File: src/hdl/sha224_pkg.sv
`default_nettype none

package sha224_pkg;

    localparam int WORD_W      = 32;
    localparam int BYTE_W      = 8;
    localparam int TOTAL_W     = 61;
    localparam int ROUNDS      = 64;
    localparam int BLK_WORDS   = 16;
    localparam int CHAIN_WORDS = 8;
    localparam int DIGEST_WORDS = 7;
    localparam int IDX_W       = 3;

    typedef logic [WORD_W-1:0]  word_t;
    typedef logic [BYTE_W-1:0]  byte_t;
    typedef logic [TOTAL_W-1:0] total_t;
    typedef logic [IDX_W-1:0]   widx_t;
    typedef logic [5:0]         bpos_t;
    typedef logic [3:0]         wsel_t;
    typedef word_t [CHAIN_WORDS-1:0] chain_t;

    localparam widx_t DIGEST_LAST = widx_t'(DIGEST_WORDS - 1);
    localparam byte_t PAD_MARK    = 8'h80;
    localparam bpos_t LEN_START   = 6'd56;

    // sha-224 initial chaining values
    localparam word_t INIT_HASH [CHAIN_WORDS] = '{
        32'hC1059ED8, 32'h367CD507, 32'h3070DD17, 32'hF70E5939,
        32'hFFC00B31, 32'h68581511, 32'h64F98FA7, 32'hBEFA4FA4
    };

    // round constants
    localparam word_t ROUND_K [ROUNDS] = '{
        32'h428a2f98, 32'h71374491, 32'hb5c0fbcf, 32'he9b5dba5,
        32'h3956c25b, 32'h59f111f1, 32'h923f82a4, 32'hab1c5ed5,
        32'hd807aa98, 32'h12835b01, 32'h243185be, 32'h550c7dc3,
        32'h72be5d74, 32'h80deb1fe, 32'h9bdc06a7, 32'hc19bf174,
        32'he49b69c1, 32'hefbe4786, 32'h0fc19dc6, 32'h240ca1cc,
        32'h2de92c6f, 32'h4a7484aa, 32'h5cb0a9dc, 32'h76f988da,
        32'h983e5152, 32'ha831c66d, 32'hb00327c8, 32'hbf597fc7,
        32'hc6e00bf3, 32'hd5a79147, 32'h06ca6351, 32'h14292967,
        32'h27b70a85, 32'h2e1b2138, 32'h4d2c6dfc, 32'h53380d13,
        32'h650a7354, 32'h766a0abb, 32'h81c2c92e, 32'h92722c85,
        32'ha2bfe8a1, 32'ha81a664b, 32'hc24b8b70, 32'hc76c51a3,
        32'hd192e819, 32'hd6990624, 32'hf40e3585, 32'h106aa070,
        32'h19a4c116, 32'h1e376c08, 32'h2748774c, 32'h34b0bcb5,
        32'h391c0cb3, 32'h4ed8aa4a, 32'h5b9cca4f, 32'h682e6ff3,
        32'h748f82ee, 32'h78a5636f, 32'h84c87814, 32'h8cc70208,
        32'h90befffa, 32'ha4506ceb, 32'hbef9a3f7, 32'hc67178f2
    };

    // what the buffer presents for the block being compressed
    typedef enum logic [1:0] {
        BLK_DATA,       // buffer as written
        BLK_MARK,       // bytes, pad mark, zeros to the end
        BLK_MARK_LEN,   // bytes, pad mark, zeros, bit length
        BLK_LEN         // zeros, bit length
    } blk_kind_t;

    typedef struct packed {
        logic start;
        logic init;
    } core_ctl_t;

    typedef struct packed {
        logic      wr_en;
        bpos_t     wr_addr;
        byte_t     wr_data;
        blk_kind_t kind;
        total_t    total;
    } buf_ctl_t;

endpackage

`default_nettype wire

File: src/hdl/sha224_msg_if.sv
`default_nettype none

interface sha224_msg_if;
    import sha224_pkg::*;

    logic  valid;
    logic  ready;
    byte_t data_byte;
    logic  has_byte;
    logic  message_end;

    modport source (
        output valid,
        output data_byte,
        output has_byte,
        output message_end,
        input  ready
    );

    modport sink (
        input  valid,
        input  data_byte,
        input  has_byte,
        input  message_end,
        output ready
    );
endinterface

`default_nettype wire

File: src/hdl/sha224_dig_if.sv
`default_nettype none

interface sha224_dig_if;
    import sha224_pkg::*;

    logic  valid;
    logic  ready;
    word_t digest_word;
    widx_t word_index;
    logic  last_word;

    modport source (
        output valid,
        output digest_word,
        output word_index,
        output last_word,
        input  ready
    );

    modport sink (
        input  valid,
        input  digest_word,
        input  word_index,
        input  last_word,
        output ready
    );
endinterface

`default_nettype wire

File: src/hdl/sha224_msgbuf.sv
`default_nettype none

module sha224_msgbuf (
    input  logic                 clk,
    input  sha224_pkg::buf_ctl_t ctl,
    input  sha224_pkg::wsel_t    rd_idx,
    output sha224_pkg::word_t    rd_word
);
    import sha224_pkg::*;

    logic [3:0][BYTE_W-1:0] mem_reg [BLK_WORDS];
    word_t                  rd_word_reg;
    word_t                  rd_word_next;

    // byte write, lane 3 holds the first byte of a word
    always_ff @(posedge clk)
    begin
        if (ctl.wr_en)
        begin
            mem_reg[ctl.wr_addr[5:2]][2'd3 - ctl.wr_addr[1:0]] <= ctl.wr_data;
        end
    end

    // word assembly with padding overlay
    always_comb
    begin
        logic [3:0][BYTE_W-1:0] row;
        logic [63:0]            len_bits;
        bpos_t                  pos;
        bpos_t                  p;
        logic                   in_len;
        byte_t                  b;
        byte_t                  len_b;
        row          = mem_reg[rd_idx];
        len_bits     = {ctl.total, 3'b000};
        pos          = ctl.total[5:0];
        rd_word_next = '0;
        for (int k = 0; k < 4; k++)
        begin
            p      = {rd_idx, 2'(k)};
            in_len = (p >= LEN_START);
            len_b  = len_bits[BYTE_W * (7 - int'(p[2:0])) +: BYTE_W];
            case (ctl.kind)
                BLK_DATA:
                begin
                    b = row[2'(3 - k)];
                end
                BLK_MARK, BLK_MARK_LEN:
                begin
                    if ((ctl.kind == BLK_MARK_LEN) && in_len)
                        b = len_b;
                    else if (p < pos)
                        b = row[2'(3 - k)];
                    else if (p == pos)
                        b = PAD_MARK;
                    else
                        b = '0;
                end
                BLK_LEN:
                begin
                    b = in_len ? len_b : '0;
                end
                default:
                begin
                    b = '0;
                end
            endcase
            rd_word_next[BYTE_W * (3 - k) +: BYTE_W] = b;
        end
    end

    // registered read port
    always_ff @(posedge clk)
    begin
        rd_word_reg <= rd_word_next;
    end

    assign rd_word = rd_word_reg;

endmodule

`default_nettype wire

File: src/hdl/sha224_core.sv
`default_nettype none

module sha224_core (
    input  logic                  clk,
    input  logic                  rst_n,
    input  sha224_pkg::core_ctl_t ctl,
    input  sha224_pkg::word_t     msg_word,
    output sha224_pkg::wsel_t     rd_idx,
    output logic                  done,
    output sha224_pkg::chain_t    chain
);
    import sha224_pkg::*;

    typedef enum logic [1:0] {
        C_IDLE,
        C_RUN,
        C_FIN
    } cstate_t;

    cstate_t    state_reg;
    logic [5:0] rnd_reg;
    chain_t     chain_reg;
    word_t      work_reg  [CHAIN_WORDS];
    word_t      sched_reg [BLK_WORDS];

    word_t w;
    word_t t1;
    word_t t2;

    function automatic word_t rotr(word_t x, int unsigned n);
        return (x >> n) | (x << (WORD_W - n));
    endfunction

    function automatic word_t ssig0(word_t x);
        return rotr(x, 7) ^ rotr(x, 18) ^ (x >> 3);
    endfunction

    function automatic word_t ssig1(word_t x);
        return rotr(x, 17) ^ rotr(x, 19) ^ (x >> 10);
    endfunction

    function automatic word_t bsig0(word_t x);
        return rotr(x, 2) ^ rotr(x, 13) ^ rotr(x, 22);
    endfunction

    function automatic word_t bsig1(word_t x);
        return rotr(x, 6) ^ rotr(x, 11) ^ rotr(x, 25);
    endfunction

    // schedule word: message for the first 16 rounds, then expansion
    // taps: sched_reg[i] holds w[t-16+i]
    always_comb
    begin
        if (rnd_reg[5:4] == 2'b00)
            w = msg_word;
        else
            w = sched_reg[0] + ssig0(sched_reg[1]) + sched_reg[9] + ssig1(sched_reg[14]);
    end

    // one round of the compression
    always_comb
    begin
        t1 = work_reg[7] + bsig1(work_reg[4])
           + (work_reg[6] ^ (work_reg[4] & (work_reg[5] ^ work_reg[6])))
           + ROUND_K[rnd_reg] + w;
        t2 = bsig0(work_reg[0])
           + ((work_reg[0] & work_reg[1]) | (work_reg[2] & (work_reg[0] | work_reg[1])));
    end

    // buffer prefetch: word 0 on start, next word during each round
    assign rd_idx = (state_reg == C_IDLE) ? '0 : 4'(rnd_reg + 6'd1);
    assign done   = (state_reg == C_FIN);
    assign chain  = chain_reg;

    // sequencer and chaining words
    always_ff @(posedge clk or negedge rst_n)
    begin
        if (!rst_n)
        begin
            state_reg <= C_IDLE;
            rnd_reg   <= '0;
            for (int i = 0; i < CHAIN_WORDS; i++)
            begin
                chain_reg[i] <= INIT_HASH[i];
            end
        end
        else
        begin
            case (state_reg)
                C_IDLE:
                begin
                    if (ctl.init)
                    begin
                        for (int i = 0; i < CHAIN_WORDS; i++)
                        begin
                            chain_reg[i] <= INIT_HASH[i];
                        end
                    end
                    if (ctl.start)
                    begin
                        rnd_reg   <= '0;
                        state_reg <= C_RUN;
                    end
                end
                C_RUN:
                begin
                    rnd_reg <= rnd_reg + 6'd1;
                    if (rnd_reg == 6'(ROUNDS - 1))
                        state_reg <= C_FIN;
                end
                C_FIN:
                begin
                    for (int i = 0; i < CHAIN_WORDS; i++)
                    begin
                        chain_reg[i] <= chain_reg[i] + work_reg[i];
                    end
                    state_reg <= C_IDLE;
                end
                default:
                begin
                    state_reg <= C_IDLE;
                end
            endcase
        end
    end

    // working variables and rolling schedule
    always_ff @(posedge clk)
    begin
        if ((state_reg == C_IDLE) && ctl.start)
        begin
            for (int i = 0; i < CHAIN_WORDS; i++)
            begin
                work_reg[i] <= chain_reg[i];
            end
        end
        else if (state_reg == C_RUN)
        begin
            for (int i = 0; i < BLK_WORDS - 1; i++)
            begin
                sched_reg[i] <= sched_reg[i + 1];
            end
            sched_reg[BLK_WORDS - 1] <= w;
            work_reg[7] <= work_reg[6];
            work_reg[6] <= work_reg[5];
            work_reg[5] <= work_reg[4];
            work_reg[4] <= work_reg[3] + t1;
            work_reg[3] <= work_reg[2];
            work_reg[2] <= work_reg[1];
            work_reg[1] <= work_reg[0];
            work_reg[0] <= t1 + t2;
        end
    end

endmodule

`default_nettype wire

File: src/hdl/sha224_hash_engine_top.sv
// sha-224 hash engine, one message byte per beat
//
// msg channel (sink): data_byte, has_byte, message_end. has_byte marks a
// message byte; message_end closes the message after any byte of the same
// beat. A beat with neither flag is taken and ignored.
// dig channel (source): seven beats per message, digest_word with
// word_index 0..6 and last_word on the seventh.
//
// Bytes are taken one per cycle until a 64-byte block is full. A full block
// holds msg.ready low through one start step that loads the working
// words and fetches the first message word, 64 rounds on the single round
// unit and one chaining add. An end beat runs one padding block, or two when
// 56 or more bytes are pending in the block, plus the full block if that beat
// also completed one. The first digest beat is valid the cycle after the last
// compression; the seven beats then go out one per cycle while dig.ready is
// high. A stalled receiver simply holds the current beat; msg.ready stays low
// until the last digest beat is taken.
// Reset loads the initial chaining values and clears the byte count; the
// engine is ready in the first cycle after reset.
`default_nettype none

module sha224_hash_engine_top (
    input  logic          clk,
    input  logic          rst_n,
    sha224_msg_if.sink    msg,
    sha224_dig_if.source  dig
);
    import sha224_pkg::*;

    typedef enum logic [1:0] {
        S_IDLE,
        S_HASH,
        S_EMIT
    } state_t;

    state_t    state_reg, state_next;
    blk_kind_t kind_reg, kind_next;
    logic      end_pend_reg, end_pend_next;
    logic      start_reg, start_next;
    total_t    total_reg, total_next;
    widx_t     idx_reg, idx_next;

    logic      acc;
    logic      blk_full;
    total_t    total_add;
    logic      dig_beat;
    logic      dig_last;
    logic      core_done;
    chain_t    chain;
    wsel_t     rd_idx;
    word_t     msg_word;
    core_ctl_t core_ctl;
    buf_ctl_t  buf_ctl;

    function automatic blk_kind_t pad_kind(bpos_t p);
        return (p < LEN_START) ? BLK_MARK_LEN : BLK_MARK;
    endfunction

    // input side
    assign msg.ready = (state_reg == S_IDLE);
    assign acc       = msg.valid && msg.ready;
    assign blk_full  = msg.has_byte && (&total_reg[5:0]);
    assign total_add = msg.has_byte ? total_reg + total_t'(1) : total_reg;

    // digest side
    assign dig.valid       = (state_reg == S_EMIT);
    assign dig.digest_word = chain[idx_reg];
    assign dig.word_index  = idx_reg;
    assign dig_last        = (idx_reg == DIGEST_LAST);
    assign dig.last_word   = dig_last;
    assign dig_beat        = dig.valid && dig.ready;

    // buffer and round unit control
    always_comb
    begin
        buf_ctl.wr_en   = acc && msg.has_byte;
        buf_ctl.wr_addr = total_reg[5:0];
        buf_ctl.wr_data = msg.data_byte;
        buf_ctl.kind    = kind_reg;
        buf_ctl.total   = total_reg;
        core_ctl.start  = start_reg;
        core_ctl.init   = dig_beat && dig_last;
    end

    // block sequencing
    always_comb
    begin
        state_next    = state_reg;
        kind_next     = kind_reg;
        end_pend_next = end_pend_reg;
        start_next    = 1'b0;
        total_next    = total_reg;
        idx_next      = idx_reg;
        case (state_reg)
            S_IDLE:
            begin
                if (acc)
                begin
                    total_next = total_add;
                    if (blk_full)
                    begin
                        kind_next     = BLK_DATA;
                        end_pend_next = msg.message_end;
                        start_next    = 1'b1;
                        state_next    = S_HASH;
                    end
                    else if (msg.message_end)
                    begin
                        kind_next     = pad_kind(total_add[5:0]);
                        end_pend_next = 1'b0;
                        start_next    = 1'b1;
                        state_next    = S_HASH;
                    end
                end
            end
            S_HASH:
            begin
                if (core_done)
                begin
                    case (kind_reg)
                        BLK_DATA:
                        begin
                            if (end_pend_reg)
                            begin
                                kind_next     = pad_kind(total_reg[5:0]);
                                end_pend_next = 1'b0;
                                start_next    = 1'b1;
                            end
                            else
                            begin
                                state_next = S_IDLE;
                            end
                        end
                        BLK_MARK:
                        begin
                            kind_next  = BLK_LEN;
                            start_next = 1'b1;
                        end
                        default:
                        begin
                            idx_next   = '0;
                            state_next = S_EMIT;
                        end
                    endcase
                end
            end
            S_EMIT:
            begin
                if (dig_beat)
                begin
                    if (dig_last)
                    begin
                        idx_next   = '0;
                        total_next = '0;
                        state_next = S_IDLE;
                    end
                    else
                    begin
                        idx_next = idx_reg + widx_t'(1);
                    end
                end
            end
            default:
            begin
                state_next = S_IDLE;
            end
        endcase
    end

    always_ff @(posedge clk or negedge rst_n)
    begin
        if (!rst_n)
        begin
            state_reg    <= S_IDLE;
            kind_reg     <= BLK_DATA;
            end_pend_reg <= 1'b0;
            start_reg    <= 1'b0;
            total_reg    <= '0;
            idx_reg      <= '0;
        end
        else
        begin
            state_reg    <= state_next;
            kind_reg     <= kind_next;
            end_pend_reg <= end_pend_next;
            start_reg    <= start_next;
            total_reg    <= total_next;
            idx_reg      <= idx_next;
        end
    end

    sha224_msgbuf u_msgbuf (
        .clk     (clk),
        .ctl     (buf_ctl),
        .rd_idx  (rd_idx),
        .rd_word (msg_word)
    );

    sha224_core u_core (
        .clk      (clk),
        .rst_n    (rst_n),
        .ctl      (core_ctl),
        .msg_word (msg_word),
        .rd_idx   (rd_idx),
        .done     (core_done),
        .chain    (chain)
    );

endmodule

`default_nettype wire

File: src/flat_wrapper.sv
// flat-port wrapper written by rule: the top's interface ports become plain ports
module sha224_hash_engine_top_flat import sha224_pkg::*;
  (clk, rst_n, msg_valid, msg_data_byte, msg_has_byte, msg_message_end, msg_ready, dig_valid, dig_digest_word, dig_word_index, dig_last_word, dig_ready);
  sha224_msg_if msg_i ();
  sha224_dig_if dig_i ();
  input  logic clk;
  input  logic rst_n;
  input wire logic [$bits(msg_i.valid)-1:0] msg_valid;
  input wire logic [$bits(msg_i.data_byte)-1:0] msg_data_byte;
  input wire logic [$bits(msg_i.has_byte)-1:0] msg_has_byte;
  input wire logic [$bits(msg_i.message_end)-1:0] msg_message_end;
  output wire logic [$bits(msg_i.ready)-1:0] msg_ready;
  output wire logic [$bits(dig_i.valid)-1:0] dig_valid;
  output wire logic [$bits(dig_i.digest_word)-1:0] dig_digest_word;
  output wire logic [$bits(dig_i.word_index)-1:0] dig_word_index;
  output wire logic [$bits(dig_i.last_word)-1:0] dig_last_word;
  input wire logic [$bits(dig_i.ready)-1:0] dig_ready;
  assign msg_i.valid = msg_valid;
  assign msg_i.data_byte = msg_data_byte;
  assign msg_i.has_byte = msg_has_byte;
  assign msg_i.message_end = msg_message_end;
  assign msg_ready = msg_i.ready;
  assign dig_valid = dig_i.valid;
  assign dig_digest_word = dig_i.digest_word;
  assign dig_word_index = dig_i.word_index;
  assign dig_last_word = dig_i.last_word;
  assign dig_i.ready = dig_ready;
  sha224_hash_engine_top u_core (.clk(clk), .rst_n(rst_n), .msg(msg_i), .dig(dig_i));
endmodule
File: config.mk
export PLATFORM = sky130hd
export DESIGN_NAME = sha224_hash_engine_top_flat
export DESIGN_NICKNAME = d
export VERILOG_FILES = /design/src/hdl/sha224_pkg.sv /design/src/hdl/sha224_msg_if.sv /design/src/hdl/sha224_dig_if.sv /design/src/hdl/sha224_msgbuf.sv /design/src/hdl/sha224_core.sv /design/src/hdl/sha224_hash_engine_top.sv /design/src/flat_wrapper.sv
export SDC_FILE = /design/constraint.sdc
export NUM_CORES = 2
export LEC_CHECK = 0
export BUFFER_PORTS_ARGS = -buffer_cell sky130_fd_sc_hd__buf_2
export CAP_MARGIN = 20
export CORE_ASPECT_RATIO = 0.5
export CORE_MARGIN = 8
export CORE_UTILIZATION = 59
export CTS_CLUSTER_DIAMETER = 120
export DETAILED_ROUTE_END_ITERATION = 8
export GPL_TIMING_DRIVEN = 0
export PLACE_DENSITY = 0.77
export SYNTH_ARGS = -nofsm -noshare
export SYNTH_HDL_FRONTEND = slang
export SYNTH_SLANG_ARGS = --single-unit
File: constraint.sdc
create_clock -name clk -period 46.6 [get_ports clk]
set_input_delay 4.66 -clock clk [delete_from_list [all_inputs] [get_ports clk]]
set_output_delay 4.66 -clock clk [all_outputs]
set_load 0.02 [all_outputs]
* Yosys cells after proc, flatten, opt, wreduce, memory -nomap -nowiden
Memory sizes are Yosys's and may differ from the RTL's.
Cells that the tools add are included.
** Operators by class
- Shifts and indexed selects :: 4
- Eq/ne operators :: 28
- Bitwise logic cells :: 34
- Add/subtract/negate cells :: 26
- Divide/modulo/power cells :: 0
- $mul :: 0
- Muxes and demuxes :: 91
- Magnitude comparators :: 14
- Reduce and logical (&&, ||, !) cells :: 32
** Operators by type and width (number)
- $add A32 B32 Y32 :: 18
- $pmux W256 S2 :: 1
- $mux W32 :: 13
- $mux W256 :: 1
- $shiftx A64 B7 Y8 :: 4
- $xor A32 B32 Y32 :: 8
- $mux W61 :: 4
- $mux W8 :: 17
- $pmux W61 S2 :: 1
- $and A32 B32 Y32 :: 3
- $bmux W32 S3 :: 1
- $or A32 B32 Y32 :: 2
- $add A61 B1 Y61 const B :: 1
- $pmux W8 S3 :: 2
- $mux W2 :: 16
- $or A10 B32 Y32 :: 1
- $or A13 B32 Y32 :: 1
- $or A14 B32 Y32 :: 1
- $or A15 B32 Y32 :: 1
- $or A19 B32 Y32 :: 1
- $or A21 B32 Y32 :: 1
- $or A25 B32 Y32 :: 1
- $or A26 B32 Y32 :: 1
- $or A30 B32 Y32 :: 1
- 45 further kinds :: 128
** Word-level totals
- Register bits :: 366
- ROM bits :: 2048
- Memories kept :: 4
- Latch bits :: 0
- Input bits :: 14
- Memory bits (writable) :: 1280
- Logic and storage cells :: 251
** Memories
- (no name shown) :: depth 64, bits a word 32, read ports 1, clocked after Yosys merged registers in 0, wr ports 0, line sha224_core.sv:65 : + ROUND_K[rnd_reg] + w;
- u_core.u_core.sched_reg :: depth 16, bits a word 32, read ports 16, clocked after Yosys merged registers in 0, wr ports 16, line sha224_core.sv:24 : word_t sched_reg [BLK_WORDS];
- u_core.u_msgbuf.mem_reg :: depth 16, bits a word 32, read ports 1, clocked after Yosys merged registers in 0, wr ports 1, line sha224_msgbuf.sv:11 : logic [3:0][BYTE_W-1:0] mem_reg [BLK_WORDS];
- u_core.u_core.work_reg :: depth 8, bits a word 32, read ports 8, clocked after Yosys merged registers in 0, wr ports 8, line sha224_core.sv:23 : word_t work_reg [CHAIN_WORDS];

* Logic depth before layout (Yosys ltp)
An unclocked memory read counts as a cell.
- Depth after elaboration :: 11
- Gate-level depth with buffers :: 45
- Mapped depth without buffers :: 45

* Hierarchy
From an unflattened synthesis, not the netlist that was laid out.
** Unflattened totals
- Cells, all modules :: 7329
- Area, all modules :: 81245.4 sq um
** By module, submodules not included
- sha224_core :: area each 63626.0 sq um, sequential area each 29831.1 sq um, times used 1, cells an instance 6101
- sha224_msgbuf :: area each 11713.7 sq um, sequential area each 8328.0 sq um, times used 1, cells an instance 666
- sha224_hash_engine_top :: area each 5905.7 sq um, sequential area each 1751.7 sq um, times used 1, cells an instance 562

* Worst setup path after synthesis
OpenSTA, ideal clock, no wires.
- Path kind :: flip-flop to flip-flop
- From :: reg u_core.u_core.state_reg[0]
- To :: mem u_core.u_core.sched_reg[0][0] (netlist name) (enable)
- Path buffers :: 3
- Stages on the path, launching flop included :: 6
- Setup slack :: 30.463 ns
- Data arrival time :: 15.061 ns
- Path through :: dfrtp_1 > clkbuf_1 > nand2b_1 > clkbuf_1 > inv_2 > clkbuf_1
** RTL lines
- start, declared :: line sha224_core.sv:20 : cstate_t state_reg;
- start signal, assigned :: line sha224_core.sv:80 : state_reg <= C_IDLE;
- start signal, assigned :: line sha224_core.sv:102 : state_reg <= C_RUN;
- start signal, assigned :: line sha224_core.sv:109 : state_reg <= C_FIN;
- end, declared :: line sha224_core.sv:24

==> flow_summary_export.csv <==
group,metric,value,unit
logic_synthesis,synth_cell_types,111,
clock_network,numCtsBuffers,119,
sta,hold_viol_final,0,
logic_synthesis,yosys_warnings,0,
clock_network,cts_root_buf,"clkbuf_16",
clock_network,cts_max_level,3,
clock_network,post_cts_buffers,0,
detailed_routing,routedWlPerCell,28.0,µm
setup_path,worstSetupEndpointType,"register",
cells_and_area,final_layout_size_suffix_gt1_share,8.31,%
detailed_routing,dr.pass1.iters,6,
sta,rsz0062_at_grt,"no",
place,place_hpwl,200000,µm
setup_path,critPathSlowestCell,"xnor2_1",
detailed_routing,vias,61300,
die,initial_core_util,59.5,%
logic_synthesis,synth_edf_count,1024,
logic_synthesis,syn_nets,7930,
sta,fin_crit_sh,27.4,%
logic_synthesis,async_reset_ff_share,24.0,%
place,portBuffers,50,
logic_synthesis,ys_ff_latch,1390,
setup_path,reg2reg_slack,33.85,ns
sta,skew,0.0510,ns
logic_synthesis,synth_ff_type,"edfxtp_1",
setup_path,critPathArrivalTime,13.23,ns
logic_synthesis,avgSynthCellArea,10.9,µm²
sta,setup_tns,0,ns
sta,drv_slew,0,
setup_path,path_max_fanout,5,
setup_path,startpoint,"u_core.u_core.sched_reg[0][51]$_DFFE_PP_",
setup_path,cpMostUsedCell,"fa_1",
detailed_routing,final_antenna_net_count,0,
die,die_h,276,µm
clock_network,ctsHoldBuffers,0,
die,ios,52,
setup_path,start_kind,"register",
clock_network,clkSinkCount,1390,
setup_path,required,47.07,ns
sta,fmax,0.0784,GHz
setup_path,r2r_cells,44,
sta,min_period,12.75,ns
setup_path,endpoint,"u_core.u_core.work_reg[0][30]$_DFFE_PP_",
sta,max_slew.worst_pin.slew,1.28,ns
logic_synthesis,syn-cell-area,80000,µm²
cells_and_area,fin_nets,8144,
die,core,134000,µm²
global_route,antenna_found_initial,13,
cells_and_area,largest_register_ffs,512,
global_route,grt_pass1_wl,383000,µm
sta,slew_headroom,14.6,%
min_path,hold_class,"reg2reg",
clock_network,clk_latency,0.79,ns
run_status,outcome,"complete, no violations",
die,rows,95,
setup_path,reg2reg_from,"u_core.u_core.sched_reg[0][51]$_DFFE_PP_",
cells_and_area,final_cell_mix,"nand2_1, edfxtp_1, a21oi_1",
setup_path,regToRegEndpoint,"u_core.u_core.work_reg[0][30]$_DFFE_PP_",
die,dieArea,148000,µm²
detailed_routing,drt_iter0_markers,8000,
global_route,overflow,0,
detailed_routing,drc,0,
clock_network,clk_pin_slew,0.07,ns
sta,setup_viol_count_final,0,
logic_synthesis,yosysSeqAreaShare,49.9,%
run,cap_violations,0,
die,fp.dieW,537,µm
global_route,grt_pass1_vias,58300,
clock_network,cts_tree,"done",
clock_network,cts_resized,0,
setup_path,path_class,"reg2reg",
global_route,gr-usage-all-layers,34.7,%
place,gp_congestion,1.03,
clock_network,clockBufferDepth,3,
detailed_routing,wirelength,264000,µm
cells_and_area,final_common_cell,"nand2_1",
detailed_routing,vias_per_cell,6.51,
logic_synthesis,synth_cells,7309,
global_route,grt_start_max_net_pins,109,
setup_path,slowest_delay,0.83,ns
cells_and_area,area_growth,9.05,%
-- worst max-delay path: cells and delay by family (launching register included) --
family | cells | cell delay, ns
adder cells (fa/ha/maj) | 10 | 4.22
AO/OA/AOI/OAI | 15 | 4.15
XOR/XNOR | 5 | 1.51
AND/OR/NAND/NOR | 8 | 1.49
flip-flops | 1 | 0.56
buffers and inverters | 6 | 0.47
-- cells in the mapped netlist (15+ instances only) --
cell type / count / share of area (%)
dfstp_2: 130 / 4.3
dfxtp_1: 32 / 0.80
a31oi_1: 48 / 0.38
nand3_1: 106 / 0.66
xor2_1: 208 / 2.3
o21ai_0: 441 / 2.8
fa_1: 196 / 4.9
nor3_1: 115 / 0.72
o211ai_1: 30 / 0.28
mux2i_1: 17 / 0.21
mux4_2: 75 / 2.1
o21bai_1: 45 / 0.42
nand2b_1: 59 / 0.46
inv_1: 326 / 1.5
a211oi_1: 54 / 0.51
nand4_1: 33 / 0.26
o32ai_1: 16 / 0.18
and3_1: 56 / 0.44
dfrtp_1: 204 / 6.4
nor2_1: 401 / 1.9
or2_2: 15 / 0.12
o22ai_1: 82 / 0.64
buf_1: 29 / 0.14
nor2b_1: 48 / 0.38
nand2_1: 1168 / 5.5
mux2_2: 68 / 0.96
a21oi_1: 486 / 3.0
edfxtp_1: 1024 / 38
o31ai_1: 25 / 0.23
a21o_1: 187 / 1.8
xnor2_1: 410 / 4.5
a311oi_1: 76 / 0.83
o21a_1: 43 / 0.40
ha_1: 411 / 6.4
clkbuf_1: 295 / 1.4
a22o_1: 17 / 0.19
or3_1: 27 / 0.21
maj3_1: 30 / 0.38
-- worst min path at each step --
| stage | from | to | cells past startpoint |
|---|---|---|---|
| after floorplan | u_core.u_core.sched_reg[0][132]$_DFFE_PP_ | u_core.u_core.sched_reg[0][100]$_DFFE_PP_ | 0 |
| after global placement | u_core.u_core.sched_reg[1][141]$_DFFE_PP_ | u_core.u_core.sched_reg[1][109]$_DFFE_PP_ | 0 |
| after detailed placement | u_core.u_core.sched_reg[0][155]$_DFFE_PP_ | u_core.u_core.sched_reg[0][123]$_DFFE_PP_ | 0 |
| after CTS | u_core.u_core.sched_reg[1][100]$_DFFE_PP_ | u_core.u_core.sched_reg[1][68]$_DFFE_PP_ | 0 |
| after global routing | u_core.u_core.sched_reg[1][186]$_DFFE_PP_ | u_core.u_core.sched_reg[1][154]$_DFFE_PP_ | 0 |
| final | u_core.u_core.sched_reg[1][100]$_DFFE_PP_ | u_core.u_core.sched_reg[1][68]$_DFFE_PP_ | 0 |
-- through the flow --
step	cell area (µm²)	hold WS [ns]	std cells	utilization, %	setup slack, ns
finish	87200	0.383	9425	64.9	33.85
global route	87200	0.398	9422	64.9	33.28
CTS	87200	0.388	9418	64.8	34.01
detailed placement	83200	0.405	9192	61.9	34.12
global placement	82500	0.400	9153	61.3	23.73
floorplan	80000	0.400	7309	-	30.46
-- layout make-up --
class	count	area [µm²]
fill	10300	47200
tap	1794	2240
timing repair buffer	93	988
clock inverter	57	668
antenna	3	7.51
buffer	333	1330
inverter	333	1260
clock buffer	169	3310
sequential	1390	39900
multi-input combinational	5253	37500
-- logic make-up after synthesis --
kind of cell               count (synthesis)  synth area share [%]
DFF                                     1390                  49.9
buffers and inverters                    666                  3.22
and+or+nand+nor                         2107                  11.4
AOI/OAI and AO/OA                       1730                  13.7
adders and majority gates                637                  11.7
muxes                                    160                  3.28
xor gates and xnor gates                 619                  6.80
-- layer usage --
layer  track usage, %  wire length (µm)
met2             51.7            113000
met5                0                84
met3             8.60             31500
met4             17.9             16800
met1             47.2            103000
Power is left out: the tool's default activity adds up to more than one toggle a clock period on the data nets, which glitch-free logic cannot reach.
